==> src/hw/rtl/tccw_pkg.sv <==
// ----------------------------------------------------------------------------
// Text console character writer: shared package
// Holds the types, character codes and port constants that the front, the
// queue and the back of the writer use.
// ----------------------------------------------------------------------------
package tccw_pkg;

    // Field widths fixed by the interface.
    localparam int CHAR_W  = 8;
    localparam int ATTR_W  = 8;
    localparam int ADDR_W  = 11;
    localparam int DATA_W  = 16;
    localparam int COL_W   = 7;
    localparam int ROW_W   = 5;
    // A cursor position is row * columns + column and is held in twelve bits.
    localparam int POS_W   = 12;

    // Depth of the queue between the front and the back.
    localparam int QUEUE_DEPTH = 2;

    // Character codes with a special meaning.
    localparam logic [CHAR_W-1:0] CHAR_NEWLINE   = 8'd10;
    localparam logic [CHAR_W-1:0] CHAR_BACKSPACE = 8'd8;
    localparam logic [CHAR_W-1:0] CHAR_SPACE     = 8'h20;

    // Kinds of write on the result channel.
    localparam logic KIND_CELL = 1'b0;
    localparam logic KIND_PORT = 1'b1;

    // CRTC ports and cursor registers.
    localparam logic [ADDR_W-1:0] CRTC_INDEX_PORT  = 11'h3D4;
    localparam logic [ADDR_W-1:0] CRTC_DATA_PORT   = 11'h3D5;
    localparam logic [DATA_W-1:0] CRTC_CURSOR_LOW  = 16'h000F;
    localparam logic [DATA_W-1:0] CRTC_CURSOR_HIGH = 16'h000E;

    // Class of an incoming character.
    typedef enum logic [1:0] {
        CLS_PRINT,
        CLS_NEWLINE,
        CLS_BACKSPACE
    } char_class_t;

    // Step of the back end while it plays out one command.
    typedef enum logic [2:0] {
        STEP_CELL,
        STEP_IDX_LO,
        STEP_DAT_LO,
        STEP_IDX_HI,
        STEP_DAT_HI
    } step_t;

    // One queued command: an optional cell write and the new cursor position.
    typedef struct packed {
        logic                has_cell;
        logic [ADDR_W-1:0]   cell_addr;
        logic [DATA_W-1:0]   cell_data;
        logic [POS_W-1:0]    cursor_pos;
    } queue_cmd_t;

    // Sorts a character code into its class.
    function automatic char_class_t classify(input logic [CHAR_W-1:0] code);
        char_class_t cls;
        if (code == CHAR_NEWLINE)
        begin
            cls = CLS_NEWLINE;
        end
        else if (code == CHAR_BACKSPACE)
        begin
            cls = CLS_BACKSPACE;
        end
        else
        begin
            cls = CLS_PRINT;
        end
        return cls;
    endfunction

endpackage

==> src/hw/rtl/tccw_if.sv <==
// ----------------------------------------------------------------------------
// Text console character writer: channel interfaces
// Valid/ready channels for incoming characters and for outgoing writes.
// ----------------------------------------------------------------------------
interface tccw_char_if;
    import tccw_pkg::*;

    logic              valid;
    logic              ready;
    logic [CHAR_W-1:0] char_code;

    modport source (output valid, output char_code, input ready);
    modport sink   (input valid, input char_code, output ready);
endinterface

interface tccw_write_if;
    import tccw_pkg::*;

    logic              valid;
    logic              ready;
    logic              write_kind;
    logic [ADDR_W-1:0] target_address;
    logic [DATA_W-1:0] write_data;
    logic              last_write;

    modport source (output valid, output write_kind, output target_address,
                    output write_data, output last_write, input ready);
    modport sink   (input valid, input write_kind, input target_address,
                    input write_data, input last_write, output ready);
endinterface

==> src/hw/rtl/tccw_front.sv <==
// ----------------------------------------------------------------------------
// Text console character writer: front end
// Accepts characters, keeps the cursor and turns each character into one
// queued command: an optional cell write plus the new cursor position.
// ----------------------------------------------------------------------------
module tccw_front #(
    parameter int COLUMNS   = 80,
    parameter int ROWS      = 25,
    parameter int START_ROW = 1
) (
    input  logic                        clk,
    input  logic                        rst_n,
    input  logic [tccw_pkg::ATTR_W-1:0] char_attribute,
    input  logic                        push_ok,
    output logic                        push,
    output tccw_pkg::queue_cmd_t        push_cmd,
    tccw_char_if.sink                   chars
);
    import tccw_pkg::*;

    localparam logic [POS_W-1:0] COLS_POS   = POS_W'(COLUMNS);
    localparam logic [COL_W:0]   COLS_WIDE  = (COL_W + 1)'(COLUMNS);
    localparam logic [ROW_W:0]   ROWS_WIDE  = (ROW_W + 1)'(ROWS);
    localparam logic [ROW_W-1:0] ROW_RESET  = ROW_W'(START_ROW);

    logic [COL_W-1:0] col_reg, col_next;
    logic [ROW_W-1:0] row_reg, row_next;

    char_class_t      cls;
    logic [COL_W-1:0] col_inc;
    logic [ROW_W-1:0] row_down;
    logic [COL_W-1:0] cell_col;
    logic [CHAR_W-1:0] cell_char;
    logic             has_cell;
    logic [POS_W-1:0] cell_idx;
    logic [POS_W-1:0] new_pos;

    // The queue has room, so a character may enter.
    assign chars.ready = push_ok;
    assign push        = chars.valid && push_ok;

    // Classify the character and work out the cell write and the new cursor.
    always_comb
    begin
        cls      = classify(chars.char_code);
        // The column counts modulo its own width before the wrap test.
        col_inc  = col_reg + COL_W'(1);
        // No scrolling: the row stops at the last one.
        if (({1'b0, row_reg} + {{ROW_W{1'b0}}, 1'b1}) < ROWS_WIDE)
        begin
            row_down = row_reg + ROW_W'(1);
        end
        else
        begin
            row_down = row_reg;
        end

        col_next  = col_reg;
        row_next  = row_reg;
        cell_col  = col_reg;
        cell_char = chars.char_code;
        has_cell  = 1'b0;

        case (cls)
            CLS_NEWLINE:
            begin
                col_next = '0;
                row_next = row_down;
            end
            CLS_BACKSPACE:
            begin
                if (col_reg != '0)
                begin
                    col_next  = col_reg - COL_W'(1);
                    cell_col  = col_reg - COL_W'(1);
                    cell_char = CHAR_SPACE;
                    has_cell  = 1'b1;
                end
            end
            CLS_PRINT:
            begin
                has_cell = 1'b1;
                if ({1'b0, col_inc} >= COLS_WIDE)
                begin
                    col_next = '0;
                    row_next = row_down;
                end
                else
                begin
                    col_next = col_inc;
                end
            end
            default:
            begin
                has_cell = 1'b0;
            end
        endcase

        cell_idx = POS_W'(row_reg) * COLS_POS + POS_W'(cell_col);
        new_pos  = POS_W'(row_next) * COLS_POS + POS_W'(col_next);

        push_cmd.has_cell   = has_cell;
        push_cmd.cell_addr  = cell_idx[ADDR_W-1:0];
        push_cmd.cell_data  = {char_attribute, cell_char};
        push_cmd.cursor_pos = new_pos;
    end

    // Cursor registers, updated on every accepted character.
    always_ff @(posedge clk or negedge rst_n)
    begin
        if (!rst_n)
        begin
            col_reg <= '0;
            row_reg <= ROW_RESET;
        end
        else if (push)
        begin
            col_reg <= col_next;
            row_reg <= row_next;
        end
    end

endmodule

==> src/hw/rtl/tccw_queue.sv <==
// ----------------------------------------------------------------------------
// Text console character writer: command queue
// A short first-in first-out queue between the front and the back end.
// ----------------------------------------------------------------------------
module tccw_queue (
    input  logic                 clk,
    input  logic                 rst_n,
    input  logic                 push,
    input  tccw_pkg::queue_cmd_t push_cmd,
    output logic                 push_ok,
    input  logic                 pop,
    output logic                 head_valid,
    output tccw_pkg::queue_cmd_t head_cmd
);
    import tccw_pkg::*;

    localparam int PTR_W = (QUEUE_DEPTH > 1) ? $clog2(QUEUE_DEPTH) : 1;
    localparam int CNT_W = $clog2(QUEUE_DEPTH + 1);
    localparam logic [CNT_W-1:0] CNT_FULL = CNT_W'(QUEUE_DEPTH);
    localparam logic [PTR_W-1:0] PTR_LAST = PTR_W'(QUEUE_DEPTH - 1);

    queue_cmd_t       slot_reg [QUEUE_DEPTH];
    logic [PTR_W-1:0] wr_ptr_reg, wr_ptr_next;
    logic [PTR_W-1:0] rd_ptr_reg, rd_ptr_next;
    logic [CNT_W-1:0] count_reg, count_next;

    assign push_ok    = (count_reg != CNT_FULL);
    assign head_valid = (count_reg != '0);
    assign head_cmd   = slot_reg[rd_ptr_reg];

    // Pointer and fill count updates.
    always_comb
    begin
        wr_ptr_next = wr_ptr_reg;
        rd_ptr_next = rd_ptr_reg;
        count_next  = count_reg;
        if (push)
        begin
            wr_ptr_next = (wr_ptr_reg == PTR_LAST) ? '0 : wr_ptr_reg + PTR_W'(1);
        end
        if (pop)
        begin
            rd_ptr_next = (rd_ptr_reg == PTR_LAST) ? '0 : rd_ptr_reg + PTR_W'(1);
        end
        if (push && !pop)
        begin
            count_next = count_reg + CNT_W'(1);
        end
        else if (pop && !push)
        begin
            count_next = count_reg - CNT_W'(1);
        end
    end

    always_ff @(posedge clk or negedge rst_n)
    begin
        if (!rst_n)
        begin
            wr_ptr_reg <= '0;
            rd_ptr_reg <= '0;
            count_reg  <= '0;
        end
        else
        begin
            wr_ptr_reg <= wr_ptr_next;
            rd_ptr_reg <= rd_ptr_next;
            count_reg  <= count_next;
        end
    end

    // Storage needs no reset.
    always_ff @(posedge clk)
    begin
        if (push)
        begin
            slot_reg[wr_ptr_reg] <= push_cmd;
        end
    end

endmodule

==> src/hw/rtl/tccw_back.sv <==
// ----------------------------------------------------------------------------
// Text console character writer: back end
// Plays out the command at the head of the queue as an optional cell write and
// four CRTC port writes, one per cycle while the write channel is ready,
// through a registered output stage.
module tccw_back (
    input  logic                 clk,
    input  logic                 rst_n,
    input  logic                 head_valid,
    input  tccw_pkg::queue_cmd_t head_cmd,
    output logic                 pop,
    tccw_write_if.source         writes
);
    import tccw_pkg::*;

    step_t             step_reg, step_next, cur_step;
    logic              out_valid_reg, out_valid_next;
    logic              kind_reg, kind_next;
    logic [ADDR_W-1:0] addr_reg, addr_next;
    logic [DATA_W-1:0] data_reg, data_next;
    logic              last_reg, last_next;
    logic              advance;

    assign writes.valid          = out_valid_reg;
    assign writes.write_kind     = kind_reg;
    assign writes.target_address = addr_reg;
    assign writes.write_data     = data_reg;
    assign writes.last_write     = last_reg;

    // Choose the next write and advance the step when the output stage frees.
    always_comb
    begin
        advance = head_valid && (!out_valid_reg || writes.ready);

        // A command without a cell write starts at the port writes.
        if (step_reg == STEP_CELL && !head_cmd.has_cell)
        begin
            cur_step = STEP_IDX_LO;
        end
        else
        begin
            cur_step = step_reg;
        end

        kind_next = KIND_PORT;
        addr_next = CRTC_INDEX_PORT;
        data_next = CRTC_CURSOR_LOW;
        last_next = 1'b0;
        step_next = step_reg;
        pop       = 1'b0;

        case (cur_step)
            STEP_CELL:
            begin
                kind_next = KIND_CELL;
                addr_next = head_cmd.cell_addr;
                data_next = head_cmd.cell_data;
                step_next = STEP_IDX_LO;
            end
            STEP_IDX_LO:
            begin
                step_next = STEP_DAT_LO;
            end
            STEP_DAT_LO:
            begin
                addr_next = CRTC_DATA_PORT;
                data_next = {8'h00, head_cmd.cursor_pos[7:0]};
                step_next = STEP_IDX_HI;
            end
            STEP_IDX_HI:
            begin
                data_next = CRTC_CURSOR_HIGH;
                step_next = STEP_DAT_HI;
            end
            STEP_DAT_HI:
            begin
                addr_next = CRTC_DATA_PORT;
                data_next = DATA_W'(head_cmd.cursor_pos[POS_W-1:8]);
                last_next = 1'b1;
                step_next = STEP_CELL;
                pop       = advance;
            end
            default:
            begin
                step_next = STEP_CELL;
            end
        endcase

        if (!advance)
        begin
            step_next = step_reg;
        end
        out_valid_next = advance || (out_valid_reg && !writes.ready);
    end

    always_ff @(posedge clk or negedge rst_n)
    begin
        if (!rst_n)
        begin
            step_reg      <= STEP_CELL;
            out_valid_reg <= 1'b0;
        end
        else
        begin
            step_reg      <= step_next;
            out_valid_reg <= out_valid_next;
        end
    end

    // Output payload, loaded whenever a new write enters the stage.
    always_ff @(posedge clk)
    begin
        if (advance)
        begin
            kind_reg <= kind_next;
            addr_reg <= addr_next;
            data_reg <= data_next;
            last_reg <= last_next;
        end
    end

endmodule

==> src/hw/rtl/text_console_char_writer_top.sv <==
// ----------------------------------------------------------------------------
// Text console character writer: top level
// Keeps a text cursor, writes character cells and updates the CRTC cursor.
// ----------------------------------------------------------------------------
// A character that is taken is stored in the queue; its first write then
// enters the registered output stage of the back end. A printable
// character or a backspace that writes a cell gives five writes, any other
// character four, on the single write channel that carries one write per
// cycle while it is ready. Reset is asynchronous and active low: the cursor
// goes to column 0 of START_ROW, the attribute to 2, queue and output stage empty.
module text_console_char_writer_top #(
    parameter int COLUMNS   = 80,
    parameter int ROWS      = 25,
    parameter int START_ROW = 1
) (
    input  logic                        clk,
    input  logic                        rst_n,
    input  logic                        cfg_write_en,
    input  logic [tccw_pkg::ATTR_W-1:0] cfg_write_data,
    tccw_char_if.sink                   chars,
    tccw_write_if.source                writes
);
    import tccw_pkg::*;

    localparam logic [ATTR_W-1:0] ATTR_RESET = 8'd2;

    logic [ATTR_W-1:0] attr_reg;
    logic              push, push_ok, pop, head_valid;
    queue_cmd_t        push_cmd, head_cmd;

    // Attribute register.
    always_ff @(posedge clk or negedge rst_n)
    begin
        if (!rst_n)
        begin
            attr_reg <= ATTR_RESET;
        end
        else if (cfg_write_en)
        begin
            attr_reg <= cfg_write_data;
        end
    end

    tccw_front #(
        .COLUMNS   (COLUMNS),
        .ROWS      (ROWS),
        .START_ROW (START_ROW)
    ) u_front (
        .clk            (clk),
        .rst_n          (rst_n),
        .char_attribute (attr_reg),
        .push_ok        (push_ok),
        .push           (push),
        .push_cmd       (push_cmd),
        .chars          (chars)
    );

    tccw_queue u_queue (
        .clk        (clk),
        .rst_n      (rst_n),
        .push       (push),
        .push_cmd   (push_cmd),
        .push_ok    (push_ok),
        .pop        (pop),
        .head_valid (head_valid),
        .head_cmd   (head_cmd)
    );

    tccw_back u_back (
        .clk        (clk),
        .rst_n      (rst_n),
        .head_valid (head_valid),
        .head_cmd   (head_cmd),
        .pop        (pop),
        .writes     (writes)
    );

endmodule
==> src/flat_wrapper.sv <==
// flat-port wrapper written by rule: the top's interface ports become plain ports
module text_console_char_writer_top_flat import tccw_pkg::*;
#(
    parameter int COLUMNS   = 80,
    parameter int ROWS      = 25,
    parameter int START_ROW = 1
)
  (clk, rst_n, cfg_write_en, cfg_write_data, chars_valid, chars_char_code, chars_ready, writes_valid, writes_write_kind, writes_target_address, writes_write_data, writes_last_write, writes_ready);
  tccw_char_if chars_i ();
  tccw_write_if writes_i ();
  input  logic clk;
  input  logic rst_n;
  input  logic cfg_write_en;
  input  logic [tccw_pkg::ATTR_W-1:0] cfg_write_data;
  input wire logic [$bits(chars_i.valid)-1:0] chars_valid;
  input wire logic [$bits(chars_i.char_code)-1:0] chars_char_code;
  output wire logic [$bits(chars_i.ready)-1:0] chars_ready;
  output wire logic [$bits(writes_i.valid)-1:0] writes_valid;
  output wire logic [$bits(writes_i.write_kind)-1:0] writes_write_kind;
  output wire logic [$bits(writes_i.target_address)-1:0] writes_target_address;
  output wire logic [$bits(writes_i.write_data)-1:0] writes_write_data;
  output wire logic [$bits(writes_i.last_write)-1:0] writes_last_write;
  input wire logic [$bits(writes_i.ready)-1:0] writes_ready;
  assign chars_i.valid = chars_valid;
  assign chars_i.char_code = chars_char_code;
  assign chars_ready = chars_i.ready;
  assign writes_valid = writes_i.valid;
  assign writes_write_kind = writes_i.write_kind;
  assign writes_target_address = writes_i.target_address;
  assign writes_write_data = writes_i.write_data;
  assign writes_last_write = writes_i.last_write;
  assign writes_i.ready = writes_ready;
  text_console_char_writer_top #(.COLUMNS(COLUMNS), .ROWS(ROWS), .START_ROW(START_ROW)) u_core (.clk(clk), .rst_n(rst_n), .cfg_write_en(cfg_write_en), .cfg_write_data(cfg_write_data), .chars(chars_i), .writes(writes_i));
endmodule
==> config.mk <==
export PLATFORM = sky130hd
export DESIGN_NAME = text_console_char_writer_top_flat
export DESIGN_NICKNAME = d
export VERILOG_FILES = /design/src/hw/rtl/tccw_pkg.sv /design/src/hw/rtl/tccw_if.sv /design/src/hw/rtl/tccw_front.sv /design/src/hw/rtl/tccw_queue.sv /design/src/hw/rtl/tccw_back.sv /design/src/hw/rtl/text_console_char_writer_top.sv /design/src/flat_wrapper.sv
export SDC_FILE = /design/constraint.sdc
export NUM_CORES = 1
export LEC_CHECK = 0
export BUFFER_PORTS_ARGS = -buffer_cell sky130_fd_sc_hd__clkbuf_2
export CAP_MARGIN = 30
export CORE_ASPECT_RATIO = 1.75
export CORE_UTILIZATION = 40
export DETAILED_ROUTE_END_ITERATION = 10
export SETUP_SLACK_MARGIN = 0.3
export SLEW_MARGIN = 20
export SYNTH_ARGS = -nofsm -noshare
export SYNTH_HDL_FRONTEND = slang
export SYNTH_SLANG_ARGS = --single-unit
==> constraint.sdc <==
create_clock -name clk -period 5.1 [get_ports clk]
set_input_delay 0.51 -clock clk [delete_from_list [all_inputs] [get_ports clk]]
set_output_delay 0.51 -clock clk [all_outputs]
set_load 0.1 [all_outputs]
==> reports/qor_table.md, run 1 <==
| Stage | Result | Value |
|---|---|---|
| sta | Final Max Tran Viols | 0 |
| setup path | Type of destination of the critical path | flip-flop |
| yosys | Seq cells post-synth | 137 |
| die | Die ar. | 0.0166 sq mm |
| global route | Overall track demand over capacity in global routing | 0.173 |
| global route | Initial antenna violation count | 0 |
| layout | Filler Cells Inserted | 1,372 |
| global route | Global-route wire length before repair | 21,100 um |
| yosys | Async S/R FF share, synth | 0.204 |
| power | Combinational share of power | 0.377 |
| cts | Skew-Pair Late Insertion Delay | 420 ps |
| layout | Number of antenna diodes | 0 |
| yosys | Number of instances in the synthesized netlist | 488 |
| yosys | Post-synth net total | 535 |
| layout | Most used cells in the layout excluding fill and tap cells | edfxtp_1 (109), clkbuf_2 (51), mux2i_1 (34), nor2_1 (33), nand2_1 (32) |
| die | Num rows | 60 |
| global route | Global route total overflow | 0 |
| flow run | Max-capacitance violation count | 0 |
| outcome | Violated checks | design-rule violations |
| cts | Deepest clock path buffer count | 2 |
| detailed routing | Average detailed-routed wire length per instance | 18.3 um |
| yosys | Flip-flop cell with the highest count after synthesis | edfxtp_1 |
| setup path | Critical setup path kind | flip-flop to flip-flop |
| detailed routing | Number of vias per cell | 5.41 |
| power | Switching power summed over all nets | 0.00212 W |
| layout | Total non-filler cell area in the finished layout | 0.00752 sq mm |
| cts | Total CTS buffers | 17 |
| power | Peak supply drop | 263 uV |
| detailed routing | Number of detailed-routing iterations run before antenna repair | 7 |
| sta | RSZ-0062 raised after global routing | false |
| power | Sequential group share of total power | 0.370 |
| die | I/O pin cnt | 52 |
| detailed routing | DR DRC count | 18 |
| die | Initial core utilization | 0.413 |
| detailed routing | Routed wire length | 13,500 um |
| cts | Clock root cell | clkbuf_16 |
| yosys | Sequential fraction of the synthesis area | 0.620 |
| yosys | EDFF count, synth | 109 |
| sta | Period utilisation layout | 0.866 |
| cts | Hold buffer count at cts | 0 |
| sta | Final Hold Vio Count | 0 |
| yosys | Number of distinct library cells after synthesis | 50 |
| cts | Clock edge transition at the registers on the reported setup and hold paths | 60 ps |
| placed design | IO buf count | 51 |
| sta | Number of setup violations in the final report | 0 |
| detailed routing | Number of DRC markers in iteration 0 | 243 |
| sta | Post-route setup TNS | 0 ps |
| power | Sw Ratio | 0.434 |
| sta | Max-slew headroom | 0.467 |
| setup path | Critical path startpoint category | flip-flop |
| global route | Number of global-route vias before repair | 4,074 |
| layout | Commonest non-fill, non-tap cell in the layout | edfxtp_1 |
| layout | Area growth from synthesis to final layout | 17.2% |
| yosys | Average cell area after synthesis | 13.1 sq um |
| yosys | Synth Warn # | 0 |
| sta | Worst slew pin tran | 799 ps |
| die | Area of the core | 0.0155 sq mm |
| cts | Count of clock tree sinks | 137 |
| placed design | Area after DPL | 0.00688 sq mm |
| power | Power density of the placed cells | 652 mW/mm^2 |
| sta | Final critical-path required period | 4420 ps |
| detailed routing | Vias | 3,994 |
| layout | Area occupied by multi-input gates | 0.00228 sq mm |
| detailed routing | DRT antenna net count | 0 |
| power | Clock Power Share | 0.253 |
| min path | Classification of the worst-slack hold path | primary input to async pin |
| cts | Clock tree from TritonCTS | built |
| setup path | Maximum fanout along the worst path | 11 |
| layout | Fin nets | 586 |
| outcome | Status | complete, but fails checks |
| die | Horizontal die dimension | 97.7 um |
| setup path | Arrival time at the worst endpoint | 4650 ps |
| sta | Setup clock skew after layout | 10.9 ps |
| sta | Highest Clock Rate | 226 MHz |
| setup path | Required time worst endpoint | 5330 ps |
| global route | Maximum number of pins on one net before global-route repair | 41 |
| global route | Global routing usage on met2 | 0.331 |
| placed design | Half-perimeter wire length of the detailed placement result | 9580 um |
| placed design | Global placement routability congestion | 0.848 |
| power | Power Internal | 0.00277 W |
| layout | Ratio of cells with drive above 1 in the final layout | 0.223 |
| global route | Global-route met1 utilization | 0.168 |
| yosys | Post-Syn Area | 0.00641 sq mm |
| cts | CTS H-Tree Depth | 4 |
| power | Static Leak | 2.89 nW |
| die | Chip Height | 169 um |
| global route | Most heavily used metal layer in global routing | met2 |
| layout | Storage cell area | 0.00398 sq mm |
| global route | Met3 Track Usage GR | 0.0424 |
| layout | Max FFs per register | 80 |
==> metal layers <==
metal	routed length (um)	part of all wire
met1	4830	0.36
met2	7730	0.57
met5	0	0
met4	517	0.038
met3	398	0.030
==> power by group through the flow <==
stage               clock network [W]  logic [W]  registers [W]
finish                        0.00124    0.00185        0.00181
global placement                    0    0.00182        0.00182
detailed placement                  0    0.00186        0.00184
global route                  0.00131    0.00196        0.00185
floorplan                           0   0.000772        0.00251
CTS                           0.00126    0.00187        0.00182
==> cell usage after synthesis (7+ instances only) <==
library cell / n / area share
inv_1: 19 / 0.011
a21o_1: 7 / 0.0082
nor2_1: 34 / 0.020
a21oi_1: 25 / 0.020
xor2_1: 9 / 0.012
xnor2_1: 15 / 0.020
nand3_1: 8 / 0.0062
a31oi_1: 7 / 0.0068
nand2b_1: 7 / 0.0068
nand2_1: 32 / 0.019
ha_1: 22 / 0.043
edfxtp_1: 109 / 0.51
buf_1: 8 / 0.0047
clkbuf_1: 18 / 0.011
mux2_2: 15 / 0.026
mux2i_1: 34 / 0.053
dfrtp_1: 26 / 0.10
o21ai_0: 17 / 0.013
==> worst paths after layout <==
kind | start | to | slack, ps | depth (start not counted)
setup / recovery | u_core.u_front.col_reg[0] | u_core.u_queue.slot_reg[0][11] | 680 | 15
hold / removal | rst_n | u_core.attr_reg[0] | 160 | 1
setup reg to reg | u_core.u_front.col_reg[0] | u_core.u_queue.slot_reg[0][11] | 680 | 15
hold reg to reg | u_core.attr_reg[7] | u_core.u_queue.slot_reg[1][27] | 460 | 0
max in group asynchronous | rst_n | u_core.u_queue.rd_ptr_reg | 4370 | 1
min in group clk | chars_char_code[7] | u_core.u_queue.slot_reg[1][19] | 300 | 1
==> layout make-up <==
| class | count | share of cell area |
|---|---|---|
| inverters | 19 | 0.00949 |
| flip-flops and latches | 137 | 0.529 |
| multi-input cells | 303 | 0.303 |
| well taps | 186 | 0.0310 |
| clock inverters | 15 | 0.0241 |
| clock buffers | 17 | 0.0566 |
| repair buffers | 61 | 0.0466 |
==> logic make-up (layout without fill, tap and decap cells) <==
group	Yosys count	count (layout)	share of synthesized area
DFF	137	137	0.620
and+or+nand+nor	117	117	0.0964
AOI/OAI and AO/OA	87	87	0.0862
muxes	49	49	0.0794
buffers and inverters	48	112	0.0297
adders and majority gates	26	26	0.0554
xor gates and xnor gates	24	24	0.0328
==> critical path: stages, from the launching register on <==
cell      delay [ps]
dfrtp_1          470
ha_1             310
and4_1           290
o21ai_0          200
a221oi_4         170
buf_4            180
or4_1            570
nand2_1          170
inv_1             60
ha_1             300
inv_1             60
fa_1             550
nor3b_2          380
nand3_1          140
o21a_1           140
o221ai_1         220
==> metrics by stage <==
stage	total power, W	instances	hold WS [ps]	utilization	worst slack, ps
final	0.00490	738	160	0.484	683
after global routing	0.00512	738	224	0.484	457
after CTS	0.00495	736	184	0.482	355
after detailed placement	0.00370	704	453	0.443	213
after global placement	0.00365	703	444	0.441	493
after floorplan	0.00328	488	214	-	897
==> what timing repair did <==
action	in CTS	in global routing
pin swaps	0	1
setup buffers	0	2
setup endpoints to repair	2	4
cloned	0	0
hold endpoints to repair	0	0
gates resized for setup	1	1
Note: power is estimated with default switching activity, not from simulation.
==> run 2, diff against run 1 <==
- CORE_UTILIZATION: 40 -> 55
- PLACE_DENSITY: default -> 0.74
- TNS_END_PERCENT: default -> 100
==> run 2 against run 1 <==
Effect of this change: the flow now finishes without violations; critical path type unchanged; cell count decreased by 7.6%; critical path depth unchanged; fmax decreased by 0.65%.
==> reports/qor_table.md, run 2 (synthesis results as in run 1) <==
| Stage | Result | Value |
|---|---|---|
| global route | Overall track demand over capacity in global routing | 0.214 |
| flow run | Max-capacitance violation count | 0 |
| die | Horizontal die dimension | 83.6 um |
| power | Power consumption | 0.00480 W |
| die | Area of the core | 0.0112 sq mm |
| detailed routing | DR DRC count | 0 |
| global route | Global route total overflow | 0 |
| setup path | Maximum fanout along the worst path | 11 |
| detailed routing | Number of DRC markers in iteration 0 | 254 |
| detailed routing | Vias | 4,045 |
| layout | Number of antenna diodes | 0 |
| cts | Deepest clock path buffer count | 2 |
| global route | Number of global-route vias before repair | 3,957 |
| setup path | Library cell contributing the largest single delay on the critical path | or3b_2 |
| detailed routing | DRT antenna net count | 0 |
| sta | Setup clock skew after layout | 7.08 ps |
| sta | Highest Clock Rate | 225 MHz |
| layout | Commonest non-fill, non-tap cell in the layout | edfxtp_1 |
| sta | Worst slew pin tran | 818 ps |
| cts | Total CTS buffers | 17 |
| placed design | IO buf count | 51 |
| outcome | Status | complete, no violations |
| sta | Final Hold Vio Count | 0 |
| cts | Hold buffer count at cts | 0 |
| global route | Maximum number of pins on one net before global-route repair | 41 |
| placed design | Global placement routability congestion | 0.886 |
| layout | Area growth from synthesis to final layout | 15.4% |
| power | Power density of the placed cells | 648 mW/mm^2 |
| die | I/O pin cnt | 52 |
| detailed routing | Number of detailed-routing iterations run before antenna repair | 5 |
| sta | Final critical-path required period | 4450 ps |
| layout | Ratio of cells with drive above 1 in the final layout | 0.218 |
| setup path | Critical setup path kind | flip-flop to flip-flop |
| cts | Clock edge transition at the registers on the reported setup and hold paths | 60 ps |
| sta | RSZ-0062 raised after global routing | false |
| placed design | Area after DPL | 0.00676 sq mm |
| layout | Most used cells in the layout excluding fill and tap cells | edfxtp_1 (109), clkbuf_2 (51), mux2i_1 (34), nor2_1 (33), nand2_1 (32) |
| setup path | CP peak stage delay | 560 ps |
| sta | Post-route setup TNS | 0 ps |
| detailed routing | Routed wire length | 12,400 um |
| detailed routing | Number of vias per cell | 5.93 |
| global route | Initial antenna violation count | 0 |
| sta | Number of setup violations in the final report | 0 |
| sta | Max-slew headroom | 0.454 |
| layout | Total non-filler cell area in the finished layout | 0.00740 sq mm |
| power | Peak supply drop | 651 uV |
| die | Initial core utilization | 0.571 |
| cts | Clock tree from TritonCTS | built |
| setup path | Crit-path cells | inv_1, ha_1, or3b_2, nor4_4, nand2b_1, nor2_1, nor3_1, a21oi_1, ha_1, fa_1, a21o_1, nand2_1, nor3_1, xnor2_1, xnor2_1 |
| cts | Count of clock tree sinks | 137 |
| die | Die ar. | 0.0121 sq mm |
| sta | Final Max Tran Viols | 0 |
| global route | Global-route wire length before repair | 19,400 um |
| setup path | Arrival time at the worst endpoint | 4600 ps |
| sta | Worst Hold Slack | 151 ps |
| power | Static Leak | 2.86 nW |
| layout | Fin nets | 584 |
| setup path | Required time worst endpoint | 5250 ps |
| sta | Period utilisation layout | 0.872 |
| detailed routing | Average detailed-routed wire length per instance | 18.1 um |
| die | Num rows | 51 |
| cts | Clock root cell | clkbuf_16 |
| placed design | Cell count after placement | 647 |
| layout | Count of non-filler cells in the finished layout | 682 |
| placed design | Half-perimeter wire length of the detailed placement result | 8510 um |
| min path | Classification of the worst-slack hold path | primary input to async pin |
| cts | CTS H-Tree Depth | 4 |
| cts | Skew-Pair Late Insertion Delay | 410 ps |
| setup path | Critical path startpoint category | flip-flop |
| setup path | Type of destination of the critical path | flip-flop |
| die | Chip Height | 145 um |
| layout | Max FFs per register | 80 |
[run 2: cell count changes in the layout (fill, tap and decap cells not counted), moves of 2 or more]
cell / delta
buf_4: -3
clkinv_8: -2
clkinvlp_4: +2
inv_6: +2
inv_8: -2
[run 2: timing repair]
action / CTS / global route
pin swaps: 0 / 1
buffers inserted: 0 / 2
setup endpoints to repair: 2 / 4
gates resized for setup: 1 / 1
[run 2: path summary, 6_finish.rpt]
| path | slack, ps | cells after the start | start | end |
|---|---|---|---|---|
| hold / removal | 150 | 1 | rst_n | u_core.u_front.col_reg[6] |
| hold reg to reg | 470 | 0 | u_core.attr_reg[6] | u_core.u_queue.slot_reg[1][26] |
| min in group clk | 300 | 1 | chars_char_code[4] | u_core.u_queue.slot_reg[0][16] |
| max in group asynchronous | 4420 | 1 | rst_n | u_core.u_queue.rd_ptr_reg |
| setup / recovery | 650 | 15 | u_core.u_front.col_reg[0] | u_core.u_queue.slot_reg[0][10] |
| setup reg to reg | 650 | 15 | u_core.u_front.col_reg[0] | u_core.u_queue.slot_reg[0][10] |
[run 2: layout make-up]
type | instances | area, sq um
flip-flops and latches | 137 | 3980
fillers | 828 | 3830
multi-input cells | 303 | 2270
clock buffers | 18 | 439
repair buffers | 59 | 348
well taps | 132 | 165
clock inverters | 14 | 129
inverters | 19 | 71.3
[run 2: power breakdown]
group          switching (W)  internal [W]  total (W)
Sequential          0.000159       0.00165    0.00181
Clock               0.000506      0.000655    0.00116
Combinational        0.00141      0.000415    0.00182
Total                0.00207       0.00272    0.00480
[run 2: metal layers]
layer,vias to the layer above,share of wire,GRT usage,routed length [um]
li1,1899,-,-,-
met1,1971,0.38,0.231,4680
met2,140,0.55,0.396,6760
met3,35,0.040,0.0380,489
met4,0,0.035,0.118,431
met5,-,0,0,0
[run 2: critical path: cells and delay by family, from the launching register on]
family,cells,cell delay (ps)
DFF,1,480
adders and majority gates,3,990
and+or+nand+nor,7,1980
buffers and inverters,1,130
AOI/OAI and AO/OA,2,300
xor gates and xnor gates,2,310
[run 2: stage by stage]
| stage | worst slack (ps) | utilization |
|---|---|---|
| 3_3_place_gp | 494 | 0.602 |
| 3_5_place_dp | 292 | 0.602 |
| 4_1_cts | 416 | 0.654 |
| 6_report | 654 | 0.659 |
| 2_1_floorplan | 897 | - |
| 5_1_grt | 319 | 0.659 |
==> run 3, diff against run 2 <==
- PLACE_DENSITY: 0.74 -> 0.84
- RECOVER_POWER: default -> 50
==> run 3 against run 2 <==
Effect of this change: the run now ends with max-capacitance violations, max-slew violations left; critical path depth up 1; non-clock buffer count down 1; power about the same; hold slack better by 190 ps; clock power about the same; count of clock-buffer cells in the layout up 2; cell count down 0.15%; die area unchanged; register-to-register slack worse by 60 ps; sequential share of layout area up 0.49 points; fmax down 1.3%.
==> reports/qor_table.md, run 3 (synthesis results as in run 1) <==
| Stage | Result | Value |
|---|---|---|
| global route | Overall track demand over capacity in global routing | 0.233 |
| detailed routing | DR DRC count | 0 |
| die | Initial core utilization | 0.571 |
| sta | RSZ-0062 raised after global routing | false |
| sta | Final Max Tran Viols | 95 |
| power | Static Leak | 2.76 nW |
| sta | Post-route setup TNS | 0 ps |
| setup path | Depth of the worst register-to-register path | 16 |
| sta | Final Hold Vio Count | 0 |
| placed design | Cell count after placement | 646 |
| placed design | Worst slack, placed | 204 ps |
| setup path | Library cell contributing the largest single delay on the critical path | dfrtp_1 |
| sta | Number of setup violations in the final report | 0 |
| min path | Hold path start | cfg_write_data[2] |
| setup path | CP peak stage delay | 510 ps |
| cts | Deepest clock path buffer count | 2 |
| min path | Classification of the worst-slack hold path | primary input to flip-flop |
| setup path | Required time worst endpoint | 5320 ps |
| min path | Endpoint, Worst Hold | u_core.attr_reg[2] |
| min path | Depth of the worst hold-timing path | 2 |
| setup path | Maximum fanout along the worst path | 10 |
| outcome | Status | complete, but fails checks |
| placed design | IO buf count | 51 |
| setup path | Reg-to-reg endpoint | u_core.u_queue.slot_reg[0][11] |
| global route | Global-route wire length before repair | 21,100 um |
| detailed routing | Number of detailed-routing iterations run before antenna repair | 5 |
| die | Die ar. | 0.0121 sq mm |
| detailed routing | Number of DRC markers in iteration 0 | 240 |
| layout | Most used cells in the layout excluding fill and tap cells | edfxtp_1 (109), mux2i_1 (34), clkbuf_1 (34), nor2_1 (33), nand2_1 (32) |
| global route | Initial antenna violation count | 0 |
| cts | Count of clock tree sinks | 137 |
| cts | Clock root cell | clkbuf_16 |
| sta | Worst slew pin tran | 1900 ps |
| layout | Area growth from synthesis to final layout | 14.4% |
| setup path | Type of destination of the critical path | flip-flop |
| sta | Highest Clock Rate | 222 MHz |
| setup path | Most repeated library cell on the critical path | ha_1 |
| global route | Global route total overflow | 0 |
| global route | Maximum number of pins on one net before global-route repair | 41 |
| cts | Total CTS buffers | 17 |
| die | Chip Height | 145 um |
| power | Peak supply drop | 723 uV |
| setup path | Worst reg2reg startpoint | u_core.u_front.col_reg[1] |
| cts | Clock edge transition at the registers on the reported setup and hold paths | 60 ps |
| die | Horizontal die dimension | 83.6 um |
| placed design | Global placement routability congestion | 0.870 |
| sta | Setup clock skew after layout | 10.7 ps |
| detailed routing | Vias | 4,115 |
| layout | Count of non-filler cells in the finished layout | 681 |
| global route | Number of global-route vias before repair | 4,205 |
| setup path | Worst path buffer plus inverter count | 3 |
| cts | Skew-Pair Late Insertion Delay | 410 ps |
| setup path | Critical path startpoint category | flip-flop |
| setup path | Critical setup path kind | flip-flop to flip-flop |
| die | I/O pin cnt | 52 |
| setup path | Crit-path cells | ha_1, and4_1, a22o_1, a221oi_4, buf_12, buf_4, or3_1, a22o_1, ha_1, ha_1, inv_1, fa_1, nor3b_2, nand3_1, o21a_1, o221ai_1 |
| flow run | Max-capacitance violation count | 3 |
| sta | Minimum setup slack in the final design | 595 ps |
| setup path | Arrival time at the worst endpoint | 4720 ps |
| detailed routing | Routed wire length | 13,500 um |
| layout | Fin util | 0.653 |
| setup path | Worst path top cell family by delay | adder cells |
| outcome | Violated checks | max-capacitance violations, max-slew violations |
| layout | Number of antenna diodes | 0 |
| detailed routing | Average detailed-routed wire length per instance | 19.9 um |
| cts | CTS H-Tree Depth | 4 |
| setup path | R2R setup slack | 600 ps |
| die | Num rows | 51 |
| cts | Clock tree from TritonCTS | built |
| die | Area of the core | 0.0112 sq mm |
| layout | Commonest non-fill, non-tap cell in the layout | edfxtp_1 |
| sta | Final critical-path required period | 4500 ps |
| placed design | Half-perimeter wire length of the detailed placement result | 8800 um |
| detailed routing | DRT antenna net count | 0 |
| sta | Max-slew headroom | -0.268 |
| layout | Fin nets | 583 |
| sta | Period utilisation layout | 0.883 |
| detailed routing | Number of vias per cell | 6.04 |
| power | Power density of the placed cells | 654 mW/mm^2 |
| layout | Ratio of cells with drive above 1 in the final layout | 0.151 |
| layout | Max FFs per register | 80 |
-- run 3: per-layer routing --
layer | part of all wire | vias to the layer above | routed length, um | track usage
li1 | - | 1900 | - | -
met1 | 0.36 | 2042 | 4840 | 0.239
met3 | 0.037 | 39 | 495 | 0.0437
met5 | 0 | - | 0 | 0
met4 | 0.042 | 0 | 573 | 0.136
met2 | 0.56 | 134 | 7610 | 0.439
-- run 3: area by class of cell --
type / instances / area, sq um
Clock buffer: 20 / 467
Clock inverter: 12 / 91.3
Fill cell: 795 / 3900
Inverter: 19 / 71.3
Multi-Input combinational cell: 303 / 2270
Sequential cell: 137 / 3980
Tap cell: 132 / 165
Timing Repair Buffer: 58 / 293
-- run 3: worst max-delay path by stage --
| stage | from | to | slack [ps] | depth (start not counted) |
|---|---|---|---|---|
| after floorplan | chars_char_code[4] | u_core.u_queue.slot_reg[0][11] | 900 | 15 |
| after global placement | u_core.u_front.col_reg[0] | u_core.u_queue.slot_reg[0][11] | 510 | 15 |
| after detailed placement | u_core.u_front.col_reg[0] | u_core.u_queue.slot_reg[0][11] | 200 | 15 |
| after CTS | u_core.u_front.col_reg[0] | u_core.u_queue.slot_reg[0][11] | 350 | 15 |
| after global routing | u_core.u_front.col_reg[0] | u_core.u_queue.slot_reg[0][11] | 360 | 16 |
| final | u_core.u_front.col_reg[1] | u_core.u_queue.slot_reg[0][11] | 600 | 16 |
-- run 3: repair_timing --
item,CTS,global route
setup endpoints to repair,2,4
hold buffers,0,0
pin swaps,0,1
gates resized for setup,1,1
setup buffers,0,2
-- run 3: per-stage QoR --
step	cell area [sq um]	power [W]	hold slack, ps
global route	7330	0.00499	332
floorplan	6410	0.00328	214
detailed placement	6770	0.00365	456
CTS	7340	0.00483	173
finish	7330	0.00480	342
global placement	6750	0.00358	444
-- run 3: report_power, final --
part           switching (W)  total, W  internal [W]  leakage (nW)
sequential          0.000185   0.00185       0.00166          1.32
clock               0.000479   0.00114      0.000665         0.273
combinational        0.00142   0.00181      0.000383          1.16
total                0.00209   0.00480       0.00271          2.76
